$ cat src/rtl/ftp_pkg.sv
// ----------------------------------------------------------------------------
// ftp_pkg
// Shared types, codes and controller/datapath handshake structs for the
// binary indexed tree prefix-sum engine.
// ----------------------------------------------------------------------------
package ftp_pkg;

	localparam int MAX_POSITIONS_DEF = 1024;
	localparam int IDX_W             = 11;
	localparam int DATA_W            = 32;
	localparam int KIND_W            = 2;
	localparam int APB_AW            = 3;
	localparam int APB_DW            = 32;

	typedef logic [KIND_W-1:0] kind_t;
	typedef logic [IDX_W-1:0]  idx_t;
	typedef logic [DATA_W-1:0] word_t;

	// operation codes carried in the kind field
	localparam kind_t KIND_ADD   = 2'd0;
	localparam kind_t KIND_QUERY = 2'd1;
	localparam kind_t KIND_FIND  = 2'd2;

	// register word index within the APB window (paddr[2])
	localparam logic REG_ACTIVE_SIZE = 1'b0;
	localparam idx_t ACTIVE_SIZE_RST = 11'd1024;

	// controller to datapath
	typedef struct packed {
		logic idle;      // ready for a new beat
		logic clr_wr;    // write one entry of the reset sweep
		logic add_rd;    // read node for an add
		logic add_wr;    // write node plus delta, climb the tree
		logic sum_rd;    // read node for a prefix sum, strip low bit
		logic find_mid;  // load midpoint of the search window
		logic find_cmp;  // compare prefix sum with target, narrow window
		logic load_out;  // move result into the output register
	} ftp_cmd_t;

	// datapath to controller
	typedef struct packed {
		logic  req_valid;
		kind_t req_kind;
		kind_t cur_kind;
		logic  clr_last;
		logic  add_skip;
		logic  idx_zero;
		logic  rd_vld;
		logic  search_done;
		logic  out_busy;
	} ftp_sts_t;

endpackage

$ cat src/rtl/ftp_ctrl.sv
// ----------------------------------------------------------------------------
// ftp_ctrl
// Sequencer: reset sweep, add climb, prefix-sum descent and binary search.
// ----------------------------------------------------------------------------
module ftp_ctrl (
	input  logic              clk,
	input  logic              arst_n,
	input  ftp_pkg::ftp_sts_t sts,
	output ftp_pkg::ftp_cmd_t cmd
);
	import ftp_pkg::*;

	localparam logic [2:0] S_CLR    = 3'd0;
	localparam logic [2:0] S_IDLE   = 3'd1;
	localparam logic [2:0] S_ADD_RD = 3'd2;
	localparam logic [2:0] S_ADD_WR = 3'd3;
	localparam logic [2:0] S_SUM    = 3'd4;
	localparam logic [2:0] S_FSTEP  = 3'd5;
	localparam logic [2:0] S_FCMP   = 3'd6;
	localparam logic [2:0] S_DONE   = 3'd7;

	logic [2:0] state_q;
	logic [2:0] state_d;

	always_comb begin
		state_d = state_q;
		cmd     = '0;
		unique case (state_q)
			S_CLR: begin
				cmd.clr_wr = 1'b1;
				if (sts.clr_last) begin
					state_d = S_IDLE;
				end
			end
			S_IDLE: begin
				cmd.idle = 1'b1;
				if (sts.req_valid) begin
					priority case (sts.req_kind)
						KIND_ADD:   state_d = S_ADD_RD;
						KIND_QUERY: state_d = S_SUM;
						KIND_FIND:  state_d = S_FSTEP;
						default:    state_d = S_DONE;
					endcase
				end
			end
			S_ADD_RD: begin
				if (sts.add_skip) begin
					state_d = S_DONE;
				end else begin
					cmd.add_rd = 1'b1;
					state_d    = S_ADD_WR;
				end
			end
			S_ADD_WR: begin
				cmd.add_wr = 1'b1;
				state_d    = S_ADD_RD;
			end
			S_SUM: begin
				// issue reads until the index runs out, then drain the last one
				if (!sts.idx_zero) begin
					cmd.sum_rd = 1'b1;
				end else if (!sts.rd_vld) begin
					state_d = (sts.cur_kind == KIND_FIND) ? S_FCMP : S_DONE;
				end
			end
			S_FSTEP: begin
				if (sts.search_done) begin
					state_d = S_DONE;
				end else begin
					cmd.find_mid = 1'b1;
					state_d      = S_SUM;
				end
			end
			S_FCMP: begin
				cmd.find_cmp = 1'b1;
				state_d      = S_FSTEP;
			end
			S_DONE: begin
				if (!sts.out_busy) begin
					cmd.load_out = 1'b1;
					state_d      = S_IDLE;
				end
			end
			default: begin
				state_d = S_IDLE;
			end
		endcase
	end

	always_ff @(posedge clk or negedge arst_n) begin
		if (!arst_n) begin
			state_q <= S_CLR;
		end else begin
			state_q <= state_d;
		end
	end

	a_add_pair: assert property (@(posedge clk) disable iff (!arst_n)
		state_q == S_ADD_WR |-> $past(state_q) == S_ADD_RD)
		else $error("add write without preceding read");

	a_cmp_after_sum: assert property (@(posedge clk) disable iff (!arst_n)
		state_q == S_FCMP |-> $past(state_q) == S_SUM && sts.cur_kind == KIND_FIND)
		else $error("search compare outside a find");

	a_idle_no_read: assert property (@(posedge clk) disable iff (!arst_n)
		state_q == S_IDLE |-> !sts.rd_vld)
		else $error("read still in flight when idle");

endmodule

$ cat config.mk
export PLATFORM = sky130hd
export DESIGN_NAME = ftp_ctrl
export DESIGN_NICKNAME = d
export VERILOG_FILES = /design/src/rtl/ftp_pkg.sv /design/src/rtl/ftp_ctrl.sv
export SDC_FILE = /design/constraint.sdc
export NUM_CORES = 1
export LEC_CHECK = 0
export ABC_AREA = 1
export BUFFER_PORTS_ARGS = -buffer_cell sky130_fd_sc_hd__buf_4
export CAP_MARGIN = 15
export CORE_AREA = 2 2 39 41
export CTS_CLUSTER_DIAMETER = 60
export CTS_CLUSTER_SIZE = 28
export DETAILED_ROUTE_END_ITERATION = 10
export DIE_AREA = 0 0 41 43
export SLEW_MARGIN = 20
export SYNTH_ARGS = -nofsm -noshare
export SYNTH_HDL_FRONTEND = slang
export SYNTH_SLANG_ARGS = --single-unit
$ cat constraint.sdc
create_clock -name clk -period 1.1 [get_ports clk]
set_clock_uncertainty 0.1 [all_clocks]
set_input_delay 0.055 -clock clk [delete_from_list [all_inputs] [get_ports clk]]
set_output_delay 0.055 -clock clk [all_outputs]
set_load 0.01 [all_outputs]
# After elaboration in Yosys (flattened, before gate mapping)
# Cells that the tools add are included.
[totals] register_bits=3 latch_bits=0 ramBits=0 mem_bits_ro=0 out_inout_bits=8 memories=0
[classes] n_addsub=0 n_mul=0 n_div=0 order_cmp=0 n_eq_ne=15 shifts=0 mux=22 bitwise=0 n_reduce_logical=3
[ops] operator="case mux 3 bit (8 select lines)" n=1
[ops] operator="2-to-1 mux 3 bit" n=6
[ops] operator="2-to-1 mux 1 bit" n=13
[ops] operator="equality test 3 bit, second input constant" n=4
[ops] operator="!= test 2 bit, second input constant" n=5
[ops] operator="case mux 3 bit (3 select lines)" n=1
[ops] operator="equality test 3 x 2 -> 1 bit, second input constant" n=2
[ops] operator="AND reduction 5 bit" n=1
[ops] operator="equality test 2 bit, second input constant" n=2
[ops] operator="equality test 3 x 1 -> 1 bit, second input constant" n=1
[ops] operator="logical NOT 3 bit" n=1
[ops] operator="equality test 2 x 1 -> 1 bit, second input constant" n=1
[ops] operator="logical NOT 2 bit" n=1
[ops] operator="2-to-1 mux 2 bit" n=1

# Longest topological paths before layout
[logic_depth] ltp_word=5 ltp_mapped=8 depth_no_buf=8

# Least setup slack after synthesis
# OpenSTA, ideal clock, no wires.
[synth_path] path_type="register to register" from="register state_q[2]" to="register state_q[1]" setup_ps=67 arrival_ps=1026 required_time_ps=933 setup_slack_ps=-93 path_stages_with_launch=7 path_buffers=1 cell_sequence="dfrtp_1 -> buf_2 -> nor3_2 -> nand2_1 -> nand4_1 -> nand2_1 -> nand2_1"
[synth_via] elab_chain_cells=3
[synth_rtl] item="from (decl)" line="ftp_ctrl.sv:22" rtl="logic [2:0] state_q;"
[synth_rtl] item="from (signal assigned)" line="ftp_ctrl.sv:94" rtl="state_q <= state_d;"
[synth_rtl] item="equality test 3 x 1 -> 1 bit (tied with other cells)" line="ftp_ctrl.sv:28" rtl="unique case (state_q)"
[synth_rtl] item="!= test 2 bit (no source line)"
[synth_rtl] item="AND reduction 5 bit (no source line)"
# Several ways; a longest one is shown, not always the timed one.
# A chain may end at the register's enable or synchronous reset.

==> results_dict.tcl <==
set metrics [dict create \
    antenna_cells 0 \
    via_per_inst 4.84 \
    hpwl_um 873 \
    final_cell_mix "30 x buf_4, 11 x nand2_1, 7 x inv_1" \
    critPathKind "reg2out" \
    clkPwrFrac 0.105 \
    worst-path-max-fanout 8 \
    clk_pin_slew_ns 0.04 \
    ir_drop_uv 1110 \
    gp_congestion 0.715 \
    finalCritPeriodShare 1.26 \
    syn2layout_area_growth_pct 84.0 \
    crit_path_start_kind "register" \
    drc 0 \
    seqPwrFrac 0.131 \
    antenna_found_initial 0 \
    reg2regPathDepth 6 \
    dr_total_vias 542 \
    total_power_mw 2.10 \
    pre_cts_ws_ns -0.259 \
    fin_nets 113 \
    layout_setup_ws_ns -0.282 \
    grt-busiest-layer "met2" \
    synth.distinct_cells 23 \
    portBuffers 20 \
    place_area_um2 634 \
    final_common_cell "buf_4" \
    overflow 0 \
    violations "negative setup slack" \
    netlist_top_cells_area "dfrtp_1 18%, nand2_1 12%, ha_1 9.0%" \
    avgSynthCellArea_um2 6.81 \
    combPwrFrac 0.764 \
    initial_core_util 0.300 \
    syn_nets 77 \
    timing.fmax_mhz 724 \
    power_leakage_nw 0.404 \
    grtUsageMet1 0.187 \
    cp-end-kind "output port" \
    routed_wl_um 1340 \
    drtIter0Drc 10 \
    regToRegStartpoint "state_q[2]" \
    core_area_um2 1380 \
    cap_violations 0 \
    p_int_mw 1.09 \
    finalHoldViolCount 0 \
    powerDensity_nw_per_um2 2750 \
    grt_use_total 0.176 \
    die_width_um 41 \
    postRouteAntennaNets 0 \
    syn_area_um2 415 \
    reg2reg_slack_ns -0.22 \
    timing.slew.headroom 0.874 \
    num_rows 14 \
    min_period_ns 1.38 \
    clkSinkCount 3 \
    dr.pass1.iters 4 \
    synth.ff_latch_count 3 \
    ys_seq_area_frac 0.181 \
    clk_latency_ns 0.25 \
    reg2reg_to "state_q[0]" \
    power_switching_mw 1.00 \
    grt_pass1_vias 481 \
    endpoint "cmd[7]" \
    largest-register "state_q" \
    h-tree-depth 1 \
    seq_area_um2 76.3 \
    hp-class "in2async" \
    drt-wirelength-per-cell_um 11.9 \
    dieArea_um2 1760 \
    grt_use_met2 0.272 \
    layout-drive-gt1-share 0.573 \
    rsz0062_at_grt "yes" \
    yosysTopAreaCell "dfrtp_1" \
    slew_viol_final 0 \
    status "finished with violations" \
    worst_slew_pin_slew_ns 0.183 \
    crit_arrival_ns 1.23 \
    cts_root_buf "clkbuf_4" \
    cts_tree "built" \
    grt.met3_usage 0.0471 \
    grt_max_degree 11 \
    multi_input_area_um2 319 \
    top_regs "state_q: 3 flops" \
    die_y_um 43 \
    yosys_warnings 0 \
    final_area_um2 764 \
    p_sw_frac 0.478 \
    fillCellCount 134 \
    setup_viol 11 \
    grt_pass1_wl_um 1990 \
    yosysTopAreaCellShare 0.181 \
    ios 21 \
    required_ns 0.94 \
    largest_reg_flops 3 \
    clk_path_buf_depth 2 \
    crit_start "state_q[2]" \
    cts_buffers 3 \
    syn_inst 61 \
]
-- through the flow --
stage | utilization | instances | hold WS, ns | setup TNS (ns)
floorplan | - | 61 | -0.341 | -0.240
global placement | 0.458 | 100 | -0.255 | -0.846
detailed placement | 0.458 | 100 | -0.250 | -1.07
CTS | 0.517 | 108 | 0.0255 | -2.39
global route | 0.552 | 112 | 0.0390 | -3.13
finish | 0.552 | 112 | 0.0271 | -2.50
-- synthesized netlist by cell type --
library cell / n
buf_6: 2
nand2_1: 13
nand3b_1: 1
nor2_1: 3
nor2_2: 2
mux2i_1: 1
nand2_2: 3
inv_2: 1
nor3_2: 1
dfrtp_1: 3
buf_2: 1
inv_4: 1
nand4_1: 4
nand3b_2: 1
nor4_1: 1
nand3_1: 4
nor3_1: 3
o21ai_2: 2
inv_1: 8
ha_1: 3
o21ai_1: 1
o21ai_0: 1
nor2_4: 1
-- worst max-delay path, stage by stage (launching register included) --
cell     delay [ns]
dfrtp_1        0.41
buf_6          0.16
nor3_4         0.18
buf_4          0.13
buf_6          0.09
-- timing repair --
action                                  in CTS  in global routing
cloned                                       0                  0
resized for setup                            7                  5
endpoints found under the setup margin      11                 11
buffers inserted                             3                  4
endpoints found under the hold margin        3                  0
hold buffers                                 1                  0
pin swaps                                    2                  2
-- power groups by stage --
stage	logic (mW)	registers (mW)	clock network, mW
2_1_floorplan	0.935	0.206	0
3_3_place_gp	1.26	0.260	0
3_5_place_dp	1.28	0.263	0
4_1_cts	1.43	0.273	0.223
5_1_grt	1.73	0.279	0.231
6_report	1.60	0.275	0.220
-- how the worst min path moves through the flow --
| stage | start | to | slack (ns) | depth (start not counted) |
|---|---|---|---|---|
| 5_1_grt | arst_n | state_q[1] | 0.04 | 2 |
| 6_report | arst_n | state_q[1] | 0.03 | 2 |
| 2_1_floorplan | arst_n | state_q[0] | -0.34 | 0 |
| 3_3_place_gp | arst_n | state_q[1] | -0.26 | 1 |
| 4_1_cts | arst_n | state_q[1] | 0.03 | 2 |
| 3_5_place_dp | arst_n | state_q[2] | -0.25 | 1 |
-- cells by family after synthesis --
| logic type | Yosys count | share of synthesized area |
|---|---|---|
| simple gates | 37 | 0.476 |
| buf+inv | 13 | 0.163 |
| compound gates | 4 | 0.0662 |
| fa+ha+maj | 3 | 0.0904 |
| flops | 3 | 0.181 |
| mux | 1 | 0.0241 |
-- layer usage --
layer | vias to the layer above | routed length [µm]
met5 | - | 0
met4 | 0 | 35
met3 | 5 | 63
met2 | 18 | 735
met1 | 251 | 503
li1 | 268 | -
-- layout make-up --
cell class	count	share of cell area
multi-input combinational	45	0.417
timing repair buffer	34	0.363
sequential	3	0.0998
inverter	10	0.0589
clock buffer	4	0.0344
tap	16	0.0262
No activity file was read; power rests on OpenSTA's default activity.
